$ cat config.mk
export PLATFORM = sky130hd
export DESIGN_NAME = circular_three_point_average
export DESIGN_NICKNAME = d
export VERILOG_FILES = /design/src/cta_pkg.sv /design/src/cta_front.sv /design/src/cta_queue.sv /design/src/cta_back.sv /design/src/circular_three_point_average.sv
export SDC_FILE = /design/constraint.sdc
export NUM_CORES = 1
export LEC_CHECK = 0
export BUFFER_PORTS_ARGS = -buffer_cell sky130_fd_sc_hd__buf_2
export CELL_PAD_IN_SITES_DETAIL_PLACEMENT = 2
export CELL_PAD_IN_SITES_GLOBAL_PLACEMENT = 2
export CORE_ASPECT_RATIO = 1.1
export CORE_MARGIN = 3
export CORE_UTILIZATION = 46
export DETAILED_ROUTE_END_ITERATION = 7
export PLACE_DENSITY_LB_ADDON = 0.1
export SKIP_LAST_GASP = 1
export SLEW_MARGIN = 10
export SYNTH_ARGS = -nofsm -noshare
export SYNTH_HDL_FRONTEND = slang
export SYNTH_SLANG_ARGS = --single-unit
$ cat constraint.sdc
create_clock -name i_clk -period 8.5 [get_ports i_clk]
set_clock_uncertainty 0.15 [all_clocks]
set_input_delay 0 -clock i_clk [delete_from_list [all_inputs] [get_ports i_clk]]
set_output_delay 0 -clock i_clk [all_outputs]
set_load 0.05 [all_outputs]
$ cat src/cta_pkg.sv
// ----------------------------------------------------------------------------
// cta_pkg: shared types and constants of the circular three point average
// Sample and position widths, sequence length limit, divide-by-3 reciprocal,
// and the work entry that travels from the front part to the back part.
// ----------------------------------------------------------------------------
package cta_pkg;

    localparam int SAMPLE_BITS = 16;
    localparam int MAX_LEN     = 4096;
    localparam int POS_BITS    = 12;
    localparam int CNT_BITS    = $clog2(MAX_LEN);

    // Sum of three samples and its magnitude
    localparam int SUM_BITS    = SAMPLE_BITS + 2;
    localparam int MAG_BITS    = SAMPLE_BITS + 1;

    // Divide by 3: (mag * RECIP3) >> RECIP_SHIFT is exact for mag < 2**MAG_BITS
    localparam int RECIP_SHIFT = SAMPLE_BITS + 2;
    localparam int RECIP3      = (2 ** RECIP_SHIFT + 2) / 3;
    localparam int PROD_BITS   = 2 * MAG_BITS;

    // Work queue depth
    localparam int QUEUE_DEPTH = 4;
    localparam int QPTR_BITS   = $clog2(QUEUE_DEPTH);
    localparam int QCNT_BITS   = $clog2(QUEUE_DEPTH + 1);

    // Result kinds an entry may ask for, one bit each, issued low bit first
    localparam int OP_MID  = 0;  // g[i-1] from older, newer, sample
    localparam int OP_TAIL = 1;  // g[N-1] from newer, sample, first
    localparam int OP_HEAD = 2;  // g[0]   from sample, first, second
    localparam int OP_BITS = 3;

    typedef struct packed {
        logic signed [SAMPLE_BITS-1:0] smp;
        logic signed [SAMPLE_BITS-1:0] older;
        logic signed [SAMPLE_BITS-1:0] newer;
        logic signed [SAMPLE_BITS-1:0] first;
        logic signed [SAMPLE_BITS-1:0] second;
        logic        [POS_BITS-1:0]    pos;
        logic        [OP_BITS-1:0]     ops;
    } t_entry;

endpackage

$ cat src/cta_front.sv
// ----------------------------------------------------------------------------
// cta_front: sample intake and classification
// Holds first, second, older and newer samples and the position count, and
// turns each accepted item into a work entry naming the results it causes.
// ----------------------------------------------------------------------------
module cta_front (
    input  logic                             i_clk,
    input  logic                             i_rst_n,
    input  logic                             i_valid,
    input  logic signed [cta_pkg::SAMPLE_BITS-1:0] i_sample,
    input  logic                             i_last_sample,
    input  logic                             i_full,
    output logic                             o_push,
    output cta_pkg::t_entry                  o_entry
);
    import cta_pkg::*;

    localparam logic [CNT_BITS-1:0] CNT_LAST = CNT_BITS'(MAX_LEN - 1);

    logic signed [SAMPLE_BITS-1:0] r_first, r_second, r_older, r_newer;
    logic        [CNT_BITS-1:0]    r_count;
    logic signed [SAMPLE_BITS-1:0] n_first, n_second;
    logic        [CNT_BITS-1:0]    n_count;
    logic                          accept;
    logic                          last;
    logic                          is_zero;
    logic                          is_one;

    assign accept  = i_valid && !i_full;
    assign is_zero = (r_count == '0);
    assign is_one  = (r_count == CNT_BITS'(1));
    assign last    = i_last_sample || (r_count == CNT_LAST);

    // Classify: middle result from third sample on; at the end head, tail if N>1
    always_comb begin
        n_first  = is_zero ? i_sample : r_first;
        n_second = (is_zero || is_one) ? i_sample : r_second;
        n_count  = last ? '0 : r_count + CNT_BITS'(1);

        o_entry.smp          = i_sample;
        o_entry.older        = r_older;
        o_entry.newer        = r_newer;
        o_entry.first        = n_first;
        o_entry.second       = n_second;
        o_entry.pos          = POS_BITS'(r_count);
        o_entry.ops          = '0;
        o_entry.ops[OP_MID]  = !is_zero && !is_one;
        o_entry.ops[OP_TAIL] = last && !is_zero;
        o_entry.ops[OP_HEAD] = last;
    end

    // Drop items that cause no result
    assign o_push = accept && (o_entry.ops != '0);

    // Advance sequence state on every accepted item
    always_ff @(posedge i_clk) begin
        if (!i_rst_n) begin
            r_count  <= '0;
            r_first  <= '0;
            r_second <= '0;
            r_older  <= '0;
            r_newer  <= '0;
        end else if (accept) begin
            r_count  <= n_count;
            r_first  <= n_first;
            r_second <= n_second;
            r_older  <= r_newer;
            r_newer  <= i_sample;
        end
    end

endmodule

$ cat src/cta_queue.sv
// ----------------------------------------------------------------------------
// cta_queue: work entry queue
// Short first-in first-out buffer between the front and back parts.
// ----------------------------------------------------------------------------
module cta_queue (
    input  logic            i_clk,
    input  logic            i_rst_n,
    input  logic            i_push,
    input  cta_pkg::t_entry i_entry,
    input  logic            i_pop,
    output logic            o_full,
    output logic            o_valid,
    output cta_pkg::t_entry o_entry
);
    import cta_pkg::*;

    t_entry                 r_mem [QUEUE_DEPTH];
    logic [QPTR_BITS-1:0]   r_wr_ptr, r_rd_ptr;
    logic [QCNT_BITS-1:0]   r_fill;
    logic                   do_push, do_pop;

    assign o_full  = (r_fill == QCNT_BITS'(QUEUE_DEPTH));
    assign o_valid = (r_fill != '0);
    assign o_entry = r_mem[r_rd_ptr];
    assign do_push = i_push && !o_full;
    assign do_pop  = i_pop && o_valid;

    // Store entries
    always_ff @(posedge i_clk) begin
        if (do_push) begin
            r_mem[r_wr_ptr] <= i_entry;
        end
    end

    // Advance pointers and fill level
    always_ff @(posedge i_clk) begin
        if (!i_rst_n) begin
            r_wr_ptr <= '0;
            r_rd_ptr <= '0;
            r_fill   <= '0;
        end else begin
            if (do_push) begin
                r_wr_ptr <= r_wr_ptr + QPTR_BITS'(1);
            end
            if (do_pop) begin
                r_rd_ptr <= r_rd_ptr + QPTR_BITS'(1);
            end
            case ({do_push, do_pop})
                2'b10:   r_fill <= r_fill + QCNT_BITS'(1);
                2'b01:   r_fill <= r_fill - QCNT_BITS'(1);
                default: r_fill <= r_fill;
            endcase
        end
    end

endmodule

$ cat src/cta_back.sv
// ----------------------------------------------------------------------------
// cta_back: three point mean execution
// Issues the results of the head entry one per cycle unless stalled, forms
// the three sample sum in one stage, divides by 3 by reciprocal multiply in
// the next, and holds the result in the output register.
// ----------------------------------------------------------------------------
module cta_back (
    input  logic                                   i_clk,
    input  logic                                   i_rst_n,
    input  logic                                   i_q_valid,
    input  cta_pkg::t_entry                        i_q_entry,
    output logic                                   o_q_pop,
    output logic                                   o_valid,
    input  logic                                   i_stall,
    output logic signed [cta_pkg::SAMPLE_BITS-1:0] o_filtered,
    output logic        [cta_pkg::POS_BITS-1:0]    o_position,
    output logic                                   o_end_of_sequence
);
    import cta_pkg::*;

    localparam logic [MAG_BITS-1:0] RECIP = MAG_BITS'(RECIP3);

    logic [OP_BITS-1:0]            r_done;
    logic [OP_BITS-1:0]            pend, sel, rest;
    logic                          issue;
    logic signed [SAMPLE_BITS-1:0] opa, opb, opc;
    logic        [POS_BITS-1:0]    sel_pos;
    logic                          sel_eos;
    logic signed [SUM_BITS-1:0]    sum;

    logic                          r_s1_valid;
    logic signed [SUM_BITS-1:0]    r_sum;
    logic        [POS_BITS-1:0]    r_s1_pos;
    logic                          r_s1_eos;

    logic                          out_ready, s1_ready;
    logic        [SUM_BITS-1:0]    abs_sum;
    logic        [MAG_BITS-1:0]    mag;
    logic        [PROD_BITS-1:0]   prod;
    logic        [SAMPLE_BITS-1:0] quot;
    logic        [SAMPLE_BITS-1:0] n_filtered;

    logic                          r_out_valid;
    logic signed [SAMPLE_BITS-1:0] r_filtered;
    logic        [POS_BITS-1:0]    r_position;
    logic                          r_eos;

    assign out_ready = !r_out_valid || !i_stall;
    assign s1_ready  = !r_s1_valid || out_ready;

    // Pick the lowest pending result of the head entry
    always_comb begin
        pend = i_q_entry.ops & ~r_done;
        sel  = pend & (~pend + OP_BITS'(1));
        rest = pend & ~sel;
    end

    assign issue   = i_q_valid && s1_ready;
    assign o_q_pop = issue && (rest == '0);

    // Route operands for the selected result
    always_comb begin
        opa     = i_q_entry.smp;
        opb     = i_q_entry.first;
        opc     = i_q_entry.second;
        sel_pos = '0;
        sel_eos = 1'b1;
        if (sel[OP_MID]) begin
            opa     = i_q_entry.older;
            opb     = i_q_entry.newer;
            opc     = i_q_entry.smp;
            sel_pos = i_q_entry.pos - POS_BITS'(1);
            sel_eos = 1'b0;
        end else if (sel[OP_TAIL]) begin
            opa     = i_q_entry.newer;
            opb     = i_q_entry.smp;
            opc     = i_q_entry.first;
            sel_pos = i_q_entry.pos;
            sel_eos = 1'b0;
        end
        sum = SUM_BITS'(opa) + SUM_BITS'(opb) + SUM_BITS'(opc);
    end

    // Track issued results of the head entry
    always_ff @(posedge i_clk) begin
        if (!i_rst_n) begin
            r_done <= '0;
        end else if (issue) begin
            r_done <= (rest == '0) ? '0 : (r_done | sel);
        end
    end

    // Sum stage
    always_ff @(posedge i_clk) begin
        if (!i_rst_n) begin
            r_s1_valid <= 1'b0;
        end else if (s1_ready) begin
            r_s1_valid <= issue;
        end
    end

    always_ff @(posedge i_clk) begin
        if (issue) begin
            r_sum    <= sum;
            r_s1_pos <= sel_pos;
            r_s1_eos <= sel_eos;
        end
    end

    // Divide magnitude by 3, truncating toward zero, then restore sign
    always_comb begin
        abs_sum    = r_sum[SUM_BITS-1] ? (~r_sum + SUM_BITS'(1)) : r_sum;
        mag        = abs_sum[MAG_BITS-1:0];
        prod       = PROD_BITS'(mag) * PROD_BITS'(RECIP);
        quot       = prod[RECIP_SHIFT +: SAMPLE_BITS];
        n_filtered = r_sum[SUM_BITS-1] ? (~quot + SAMPLE_BITS'(1)) : quot;
    end

    // Output register
    always_ff @(posedge i_clk) begin
        if (!i_rst_n) begin
            r_out_valid <= 1'b0;
        end else if (out_ready) begin
            r_out_valid <= r_s1_valid;
        end
    end

    always_ff @(posedge i_clk) begin
        if (out_ready && r_s1_valid) begin
            r_filtered <= n_filtered;
            r_position <= r_s1_pos;
            r_eos      <= r_s1_eos;
        end
    end

    assign o_valid           = r_out_valid;
    assign o_filtered        = r_filtered;
    assign o_position        = r_position;
    assign o_end_of_sequence = r_eos;

endmodule

$ cat src/circular_three_point_average.sv
// ----------------------------------------------------------------------------
// circular_three_point_average: circular three point moving average
// Treats each sample sequence as periodic and gives every sample the mean of
// itself and its two neighbors, Q8.8, truncated toward zero.
// ----------------------------------------------------------------------------
//  channel  | valid   | stall   | payload
//  ---------+---------+---------+--------------------------------------------
//  input    | i_valid | o_stall | i_sample, i_last_sample
//  output   | o_valid | i_stall | o_filtered, o_position, o_end_of_sequence
//
// One input item is taken per cycle while the work queue has room.
// Results leave one per cycle while i_stall is low, through the work queue,
// the sum stage and the output register; the final sample of a sequence
// yields up to three results.
// Reset clears the sequence state, the queue and the pipeline valids.
// o_stall rises only when the four entry work queue is full.
// ----------------------------------------------------------------------------
module circular_three_point_average (
    input  logic                                   i_clk,
    input  logic                                   i_rst_n,
    input  logic                                   i_valid,
    output logic                                   o_stall,
    input  logic signed [cta_pkg::SAMPLE_BITS-1:0] i_sample,
    input  logic                                   i_last_sample,
    output logic                                   o_valid,
    input  logic                                   i_stall,
    output logic signed [cta_pkg::SAMPLE_BITS-1:0] o_filtered,
    output logic        [cta_pkg::POS_BITS-1:0]    o_position,
    output logic                                   o_end_of_sequence
);
    import cta_pkg::*;

    logic   push, full, q_valid, q_pop;
    t_entry push_entry, head_entry;

    assign o_stall = full;

    // Front: accept and classify items
    cta_front u_front (
        .i_clk         (i_clk),
        .i_rst_n       (i_rst_n),
        .i_valid       (i_valid),
        .i_sample      (i_sample),
        .i_last_sample (i_last_sample),
        .i_full        (full),
        .o_push        (push),
        .o_entry       (push_entry)
    );

    // Queue between front and back
    cta_queue u_queue (
        .i_clk   (i_clk),
        .i_rst_n (i_rst_n),
        .i_push  (push),
        .i_entry (push_entry),
        .i_pop   (q_pop),
        .o_full  (full),
        .o_valid (q_valid),
        .o_entry (head_entry)
    );

    // Back: compute and deliver results
    cta_back u_back (
        .i_clk             (i_clk),
        .i_rst_n           (i_rst_n),
        .i_q_valid         (q_valid),
        .i_q_entry         (head_entry),
        .o_q_pop           (q_pop),
        .o_valid           (o_valid),
        .i_stall           (i_stall),
        .o_filtered        (o_filtered),
        .o_position        (o_position),
        .o_end_of_sequence (o_end_of_sequence)
    );

    // Never pop an empty queue
    a_pop_nonempty: assert property (@(posedge i_clk) disable iff (!i_rst_n)
        q_pop |-> q_valid)
        else $error("queue popped while empty");

    // Never push into a full queue
    a_push_room: assert property (@(posedge i_clk) disable iff (!i_rst_n)
        push |-> !full)
        else $error("queue pushed while full");

    // The closing result of a sequence is always g[0]
    a_eos_pos: assert property (@(posedge i_clk) disable iff (!i_rst_n)
        (o_valid && o_end_of_sequence) |-> (o_position == '0))
        else $error("end of sequence result not at position zero");

    // Every queued entry asks for at least one result
    a_entry_ops: assert property (@(posedge i_clk) disable iff (!i_rst_n)
        q_valid |-> (head_entry.ops != '0))
        else $error("queued entry carries no result");

endmodule
# --- Yosys cells after proc, flatten, opt, wreduce, memory -nomap -nowiden ---
# Memories as Yosys holds them, arrays and structs flattened. A register that Yosys moved wholly into a read port is not among the register bits.
# Cells that the tools add are included.
classes:
  n_addsub: 11
  mul: 1
  eq_ne: 5
  mux: 20
  bitwise: 9
  reduce_logical: 24
op_table:
  columns: ["operator", "count"]
  rows:
  - ["$mux 16", 9]
  - ["$mux 12", 3]
  - ["$mul 17x16->33 const B", 1]
  - ["$add 17x16->18", 1]
  - ["$add 16x16->17", 1]
  - ["$add 17x2->17 const B", 1]
  - ["$mux 17", 1]
  - ["$not 17->17", 1]
  - ["$add 16x1->16 const B", 1]
  - ["$not 16->16", 1]
  - ["$add 12x1->12 const B", 1]
  - ["$eq 12x1->1 const B", 1]
  - ["$eq 12x12->1 const B", 1]
  - ["$logic_not 12->1", 1]
  - ["$sub 12x1->12 const B", 1]
  - ["$and 3x3->3", 3]
  - ["$logic_and 1x1->1", 9]
  - ["$not 3->3", 3]
  - ["$add 3x1->3 const B", 2]
  - ["$logic_not 1->1", 6]
  - ["$pmux 3 s2", 1]
  - ["$reduce_bool 3->1", 2]
  - ["$add 2x1->2 const B", 2]
  - ["$logic_or 1x1->1", 4]
  - ["other kinds (10)", 13]
totals:
  register_bits: 148
  mem_bits_rw: 380
  input_bits: 21
  output_inout_bits: 31
  wordCells: 88
  memories: 1
mem_list:
  columns: ["name", "depth", "width", "read_ports", "rd_clocked_by_memory_dff", "write_ports", "line", "rtl"]
  rows:
  - ["u_queue.r_mem", 4, 95, 1, 1, 1, "cta_queue.sv:17", "t_entry r_mem [QUEUE_DEPTH];"]

# --- Depth between registers and ports, before layout ---
# Gate-level depths: netlist of the first run.
depth:
  word_depth: 12
  depth_mapped: 32
  depth_no_buf: 31

# --- Hierarchy ---
# Synthesis of the first run repeated with hierarchy kept, for this count alone.
unflattened:
  cells_unflattened: 2102
  hier_area_um2: 27850.5
modules_own_cells:
  columns: ["mod", "instances", "cells_per_inst", "area_each_um2", "seq_area_each_um2"]
  rows:
  - ["cta_queue", 1, 549, 14236.2, 11591.1]
  - ["cta_back", 1, 1154, 10027.1, 1901.8]
  - ["cta_front", 1, 399, 3587.2, 1521.5]

# --- Worst setup path before layout of the first run ---
# No wires, ideal clock.
synth_timing:
  path_kind: "reg2reg"
  start: "register u_back.r_sum[0]"
  end: "register u_back.r_filtered[15] (netlist: u_back.o_filtered[15]), data pin"
  setup_ns: 0.260
  arrival_ns: 7.432
  t_required_ns: 8.090
  path_slack_ns: 0.658
  stages_incl_launch_ff: 29
  n_path_buf: 1
  period_less_slack_ns: 7.842
  cell_sequence: "edfxtp_1 -> inv_1 -> ha_1 -> nand2_1 -> or3_1 -> or3_1 -> o31ai_1 -> xnor2_1 -> ha_1 -> ha_1 -> inv_1 -> fa_1 -> inv_1 -> fa_1 -> fa_1 -> inv_1 -> fa_1 -> inv_1 -> ha_1 -> clkbuf_1 -> nand3_1 -> a211oi_1 -> a2111oi_4 -> o31ai_1 -> a21oi_2 -> xnor2_1 -> or4_1 -> o31ai_2 -> xnor2_1"
synth_between:
  elab_chain_len: 7
synth_rtl:
  columns: ["item", "line", "rtl"]
  rows:
  - ["start: declaration", "cta_back.sv:32", "logic signed [SUM_BITS-1:0] r_sum;"]
  - ["start signal: assignment", "cta_back.sv:104", "r_sum <= sum;"]
  - ["$not 17->17", "cta_back.sv:112", "abs_sum = r_sum[SUM_BITS-1] ? (~r_sum + SUM_BITS'(1)) : r_sum;"]
  - ["$add 17x2->17", "cta_back.sv:112", null]
  - ["$mux 17 *", "cta_back.sv:112", null]
  - ["$mul 17x16->33 *", "cta_back.sv:114", "prod = PROD_BITS'(mag) * PROD_BITS'(RECIP);"]
  - ["$not 16->16", "cta_back.sv:116", "n_filtered = r_sum[SUM_BITS-1] ? (~quot + SAMPLE_BITS'(1)) : quot;"]
  - ["$add 16x1->16", "cta_back.sv:116", null]
  - ["$mux 16 *", "cta_back.sv:116", null]
  - ["named net u_back.n_filtered[15]", "cta_back.sv:41", "logic [SAMPLE_BITS-1:0] n_filtered;"]
  - ["end signal: assignment", "cta_back.sv:130", "r_filtered <= n_filtered;"]
  - ["end: declaration", "cta_back.sv:44", "logic signed [SAMPLE_BITS-1:0] r_filtered;"]
# The timed path passes the listed nets; every way through them passes the cells marked *.
# A chain may end at the register's enable or synchronous reset.

# --- Worst setup path after layout of the first run ---
layout_timing:
  start: "register u_back.r_sum[1]"
  end: "register u_back.r_filtered[15] (netlist: u_back.o_filtered[15]), data pin"
# Same word-level chain as after synthesis.

==> results.json, run 1 <==
{
  "ant_nets": 0,
  "crit_type": "reg2reg",
  "outcome": "finished, final reports clean",
  "ioPinCount": 52,
  "crit_path_end": "u_back.o_filtered[15]",
  "insertion_delay_ns": 0.61,
  "vias_per_cell": 5.604,
  "wl_per_cell_um": 24.79,
  "dieArea_um2": 62050,
  "cts_tree": "yes",
  "yosysWarnings": 0,
  "fin_cells": 2844,
  "netlist-cell-type-count": 57,
  "grt_max_degree": 78,
  "hold_viol": 0,
  "drv_cap": 0,
  "critPathCaptureType": "flop",
  "timing.reg2reg.worst_path_depth": 29,
  "synth_edf_count": 440,
  "syn2layout_area_growth_pct": 11.91,
  "grt_pass1_wl_mm": 109.8,
  "r2r_start": "u_back.r_sum[1]",
  "core.rowCount": 92,
  "slowest_stage": "fa_1",
  "synthSimpleGateAreaFrac_pct": 6.757,
  "cts_buffers": 54,
  "slew-limit-headroom_pct": 29.98,
  "grt_overflow": 0,
  "drt-initial-drc-count": 851,
  "placedCellCount": 2723,
  "place.port_buffers": 51,
  "cpPeakStageDelay_ns": 0.54,
  "max_freq_ghz": 0.1233,
  "cp_max_fo": 6,
  "cts.sinks": 530,
  "drive_above_1_share_pct": 15.35,
  "start_kind": "flop",
  "firstDrtPassIters": 5,
  "dp_slack_ns": 0.2061,
  "vias": 15940,
  "fin_ws_ns": 0.3927,
  "drv_slew": 0,
  "setup_viol": 0,
  "first_global_vias": 18310,
  "utilization_pct": 52.54,
  "grt_use_total_pct": 23.24,
  "synth_xor_area_share_pct": 3.158,
  "synth_adder_area_share_pct": 14.41,
  "critPathLaunch": "u_back.r_sum[1]",
  "die_x_um": 237.8,
  "start_util_pct": 46.95,
  "syn_nets": 2250,
  "antenna_found_initial": 2,
  "cts_buffer_depth": 3,
  "seq_area_frac_synth_pct": 55.24,
  "cp_common_cell": "inv_1",
  "cts-root-buf": "clkbuf_16",
  "htree_levels": 2,
  "die_h_um": 261.0,
  "ys_dominant_reg_cell": "edfxtp_1",
  "synth_seq_cells": 530,
  "dp_hpwl_mm": 46.90,
  "worstMarginPinSlew_ns": 1.050,
  "timing.final.crit_share_pct": 95.38,
  "drc": 0,
  "place_congestion": 0.8368,
  "wl_mm": 70.49,
  "netlist_area_um2": 27180,
  "post-route-min-period_ns": 8.107,
  "final_nets": 2324,
  "cts_setup_buffers": 0,
  "rr_endpoint": "u_back.o_filtered[15]",
  "holdCritPathClass": "in2reg",
  "cp.arrival_ns": 8.30,
  "clk_pin_slew_worst_paths_ns": 0.06,
  "synth_top_family_by_area": "adder cells",
  "synth_compound_gate_area_share_pct": 5.238,
  "worst_ep_required_time_ns": 8.69,
  "r2r_slack_ns": 0.39,
  "postSynthAreaPerCell_um2": 13.78,
  "synth_cells": 1973,
  "async_flop_share_pct": 0,
  "core_um2": 57900,
  "muxShareOfSynthArea_pct": 11.28
}
==> how the worst min path moves through the flow <==
stage | from | to | slack (ns) | depth (start not counted)
floorplan | i_sample[0] | u_queue.r_mem[0][79] | -0.05 | 0
global placement | i_sample[2] | u_queue.r_mem[2][81] | 0.11 | 1
CTS | i_sample[3] | u_queue.r_mem[0][82] | 0.004 | 2
finish | i_sample[9] | u_queue.r_mem[2][88] | 0.05 | 2
detailed placement | i_sample[3] | u_queue.r_mem[1][82] | 0.12 | 1
global route | i_sample[3] | u_queue.r_mem[0][82] | 0.04 | 2
==> synth_stat cells, types with 2 or more instances <==
cell,n,area [um2]
buf_1,21,78.83
o22ai_1,2,12.51
and2_1,15,93.84
a31oi_1,8,50.05
o21bai_1,2,15.01
and3_1,8,50.05
nor4_1,3,18.77
ha_1,161,2014
a21oi_1,61,305.3
or4_1,6,45.04
o31ai_1,10,75.07
inv_1,206,773.2
nand2b_1,9,56.30
mux2_2,32,360.4
nor3_1,7,35.03
o211ai_1,7,52.55
o21ai_1,9,45.04
a21o_1,9,67.56
xor2_1,33,289.0
clkbuf_1,57,214.0
nand2_1,133,499.2
mux2i_1,54,540.5
nor2_1,136,510.5
or2_2,6,37.54
and4_1,3,26.28
xnor2_1,65,569.3
o21ai_0,57,285.3
nor2b_1,10,62.56
nor3b_1,32,240.2
mux4_2,95,2140
o21a_1,4,30.03
a211oi_1,4,30.03
o41ai_1,3,26.28
nand3_1,10,50.05
edfxtp_1,440,13210
fa_1,95,1902
dfxtp_1,90,1802
or3_1,9,56.30
a21boi_0,39,292.8
nand4_1,5,31.28
==> cell families (layout without fill, tap and decap cells) <==
group,Yosys count,count (layout)
flops,530,530
simple gates,395,395
buf+inv,284,402
fa+ha+maj,256,256
compound gates,227,227
mux,183,183
xor+xnor,98,98
other cells,0,1
==> worst max-delay path, delay by kind of cell (launching register included) <==
family | cells | cell delay [ns]
muxes | 1 | 0.21
DFF | 1 | 0.46
adders and majority gates | 8 | 3.16
buffers and inverters | 6 | 0.46
and+or+nand+nor | 7 | 1.86
AOI/OAI and AO/OA | 5 | 1.25
xor gates and xnor gates | 2 | 0.30
==> repair_timing <==
| action | CTS | global route |
|---|---|---|
| setup endpoints to repair | 0 | 3 |
| endpoints found under the hold margin | 285 | 0 |
| hold buffers | 20 | 0 |
| gates resized for setup | 0 | 11 |
==> placed cells by master (no fill, tap or decap), drive strengths merged, types with 15 or more instances in the layout <==
cell type / Yosys / final
edfxtp: 440 / 440
inv: 206 / 210
ha: 161 / 161
nor2: 136 / 136
nand2: 133 / 133
mux4: 95 / 95
fa: 95 / 95
dfxtp: 90 / 90
clkbuf: 57 / 82
buf: 21 / 76
o21ai: 66 / 66
xnor2: 65 / 65
a21oi: 62 / 62
mux2i: 54 / 54
a21boi: 40 / 40
mux2: 34 / 34
xor2: 33 / 33
nor3b: 32 / 32
dlygate4sd3: 0 / 20
and2: 15 / 15
==> metrics by stage <==
step	instance area, um2	hold WS [ns]	TNS (ns)
global route	30420	0.04015	-0.03832
global placement	28350	0.1076	0
CTS	30350	0.003842	0
floorplan	27180	-0.05113	0
finish	30420	0.04695	0
detailed placement	28350	0.1229	0
==> state kept, by name (all words and copies together), names as in the netlist, 16 cells and up, named ones only <==
signal	flops
u_queue.r_mem	380
u_front.r_second	16
u_front.r_older	16
u_back.r_sum	18
u_front.r_newer	16
u_front.r_first	16
u_back.o_filtered	16
==> per-layer routing <==
layer / track usage [%] / wire [um] / vias to the layer above
met4: 5.798 / 1656 / 2
met1: 27.93 / 28290 / 8362
met3: 2.654 / 1978 / 105
li1: - / - / 7225
met2: 44.40 / 38550 / 244
met5: 0 / 13 / -
==> final cells by class <==
type | instances | area [um2]
Sequential cell | 530 | 15020
Tap cell | 752 | 940.9
Fill cell | 5343 | 27480
Multi-Input combinational cell | 1159 | 11230
Clock buffer | 82 | 1618
Inverter | 206 | 773.2
Clock inverter | 18 | 186.4
Timing Repair Buffer | 96 | 643.1
Antenna cell | 1 | 2.502
Power of run 1 is left out: the tool's default activity adds up to more than one toggle a clock period on the data nets, which glitch-free logic cannot reach.
==> run 2, diff against run 1 <==
--- a/config.mk
+++ b/config.mk
@@ -12,7 +12,7 @@
 export CORE_MARGIN = 3
 export CORE_UTILIZATION = 46
 export DETAILED_ROUTE_END_ITERATION = 7
-export PLACE_DENSITY_LB_ADDON = 0.1
+export PLACE_DENSITY_LB_ADDON = 0.08
 export SKIP_LAST_GASP = 1
 export SLEW_MARGIN = 10
 export SYNTH_ARGS = -nofsm -noshare
==> run 2 against run 1 <==
Effect of this change:
- largest cell class unchanged
- critical path depth shrank 1
- count of clock-buffer cells in the layout shrank 3
- core utilization grew 0.069 points
- non-clock buffer count grew 1
- setup slack gained 0.028 ns
- highest routed layer unchanged
- via count shrank 0.31%
- sequential share of layout area shrank 0.065 points
- sequential cell count is the same
- register-to-register slack gained 0.03 ns
- global-route usage shrank 0.13 points
- final cell count grew 0.21%
- fmax grew 0.35%
==> results.json, run 2 (synthesis results as in run 1) <==
{
  "cp_max_fo": 7,
  "grt_use_total_pct": 23.10,
  "htree_levels": 2,
  "place.port_buffers": 51,
  "vias": 15890,
  "core.rowCount": 92,
  "drc": 0,
  "largest-register": "u_queue.r_mem",
  "firstDrtPassIters": 4,
  "drv_slew": 0,
  "die_h_um": 261.0,
  "die_x_um": 237.8,
  "hold_viol": 0,
  "r2r_start": "u_back.r_sum[0]",
  "final_nets": 2327,
  "grt_pass1_wl_mm": 109.8,
  "critPathCaptureType": "flop",
  "drive_above_1_share_pct": 15.45,
  "worst_ep_required_time_ns": 8.68,
  "grt_overflow": 0,
  "largest_register_ffs": 380,
  "cts.sinks": 530,
  "antenna_found_initial": 2,
  "rr_endpoint": "u_back.o_filtered[15]",
  "syn2layout_area_growth_pct": 12.06,
  "final_common_cell": "edfxtp_1",
  "dp_hpwl_mm": 46.29,
  "cp.arrival_ns": 8.26,
  "insertion_delay_ns": 0.60,
  "slowest_stage": "or4_1",
  "outcome": "finished, final reports clean",
  "setup_viol": 0,
  "start_kind": "flop",
  "wl_per_cell_um": 24.60,
  "clk_pin_slew_worst_paths_ns": 0.06,
  "ioPinCount": 52,
  "final_cell_mix": "edfxtp_1, inv_1, ha_1",
  "placedCellCount": 2724,
  "place_congestion": 0.8072,
  "crit_type": "reg2reg",
  "critPathLaunch": "u_back.r_sum[0]",
  "cpPeakStageDelay_ns": 0.58,
  "grt_max_degree": 68,
  "cts_tree": "yes",
  "drt-initial-drc-count": 697,
  "cts_buffer_depth": 3,
  "timing.reg2reg.worst_path_depth": 28,
  "r2r_slack_ns": 0.42,
  "post-route-min-period_ns": 8.079,
  "worstMarginPinSlew_ns": 1.056,
  "cts_buffers": 56,
  "dieArea_um2": 62050,
  "top_regs": "u_queue.r_mem: 380 flops, u_back.r_sum: 18 flops",
  "first_global_vias": 18590,
  "core_um2": 57900,
  "vias_per_cell": 5.575,
  "wl_mm": 70.10,
  "max_freq_ghz": 0.1238,
  "timing.final.crit_share_pct": 95.05,
  "fin_cells": 2850,
  "cts-root-buf": "clkbuf_16",
  "ant_nets": 0,
  "slew-limit-headroom_pct": 29.59,
  "holdCritPathClass": "in2reg",
  "drv_cap": 0,
  "crit_path_end": "u_back.o_filtered[15]",
  "start_util_pct": 46.95
}
-- run 2: layout make-up --
type / instances / area [um2]
Multi-Input combinational cell: 1159 / 11220
Antenna cell: 1 / 2.502
Clock buffer: 79 / 1589
Tap cell: 752 / 940.9
Inverter: 206 / 773.2
Sequential cell: 530 / 15020
Timing Repair Buffer: 97 / 650.6
Clock inverter: 26 / 257.7
Fill cell: 5326 / 27440
-- run 2: worst min-delay path by stage --
stage | startpoint | endpoint | slack, ns | cells after the start
floorplan | i_sample[0] | u_queue.r_mem[0][79] | -0.05 | 0
global placement | i_sample[9] | u_queue.r_mem[2][88] | 0.11 | 1
detailed placement | i_sample[2] | u_queue.r_mem[1][81] | 0.12 | 1
CTS | i_sample[2] | u_queue.r_mem[1][81] | 0.02 | 2
global route | i_sample[2] | u_queue.r_mem[1][81] | 0.06 | 2
finish | i_sample[2] | u_queue.r_mem[1][81] | 0.04 | 2
-- run 2: per-layer routing --
metal	GRT usage, %	vias to the layer above	wire length, um
li1	-	7235	-
met1	27.66	8319	28370
met2	43.63	223	37820
met3	2.865	109	2023
met4	6.744	2	1879
met5	0	-	13
-- run 2: worst max-delay path: cells and delay by family (launching register included) --
family | cells | cell delay (ns)
flip-flops | 1 | 0.40
XOR/XNOR | 3 | 0.55
buffers and inverters | 5 | 0.39
adder cells (fa/ha/maj) | 7 | 3.02
AND/OR/NAND/NOR | 4 | 1.29
AO/OA/AOI/OAI | 9 | 1.99
-- run 2: repair_timing --
action	4_1_cts	5_1_grt
setup endpoints to repair	0	2
hold buffers	20	0
resized for setup	0	12
hold endpoints to repair	328	0
buffers inserted	0	0
-- run 2: per-stage QoR --
stage	setup WS [ns]	util [%]	instance area (um2)	hold WS, ns	setup TNS, ns
detailed placement	0.1156	48.97	28350	0.1194	0
CTS	0.1020	52.50	30400	0.01572	0
global route	-0.001039	52.61	30460	0.05861	-0.001039
floorplan	0.6578	-	27180	-0.05113	0
finish	0.4210	52.61	30460	0.04256	0
global placement	0.4236	48.97	28350	0.1111	0
Power of run 2 is left out for the same reason.
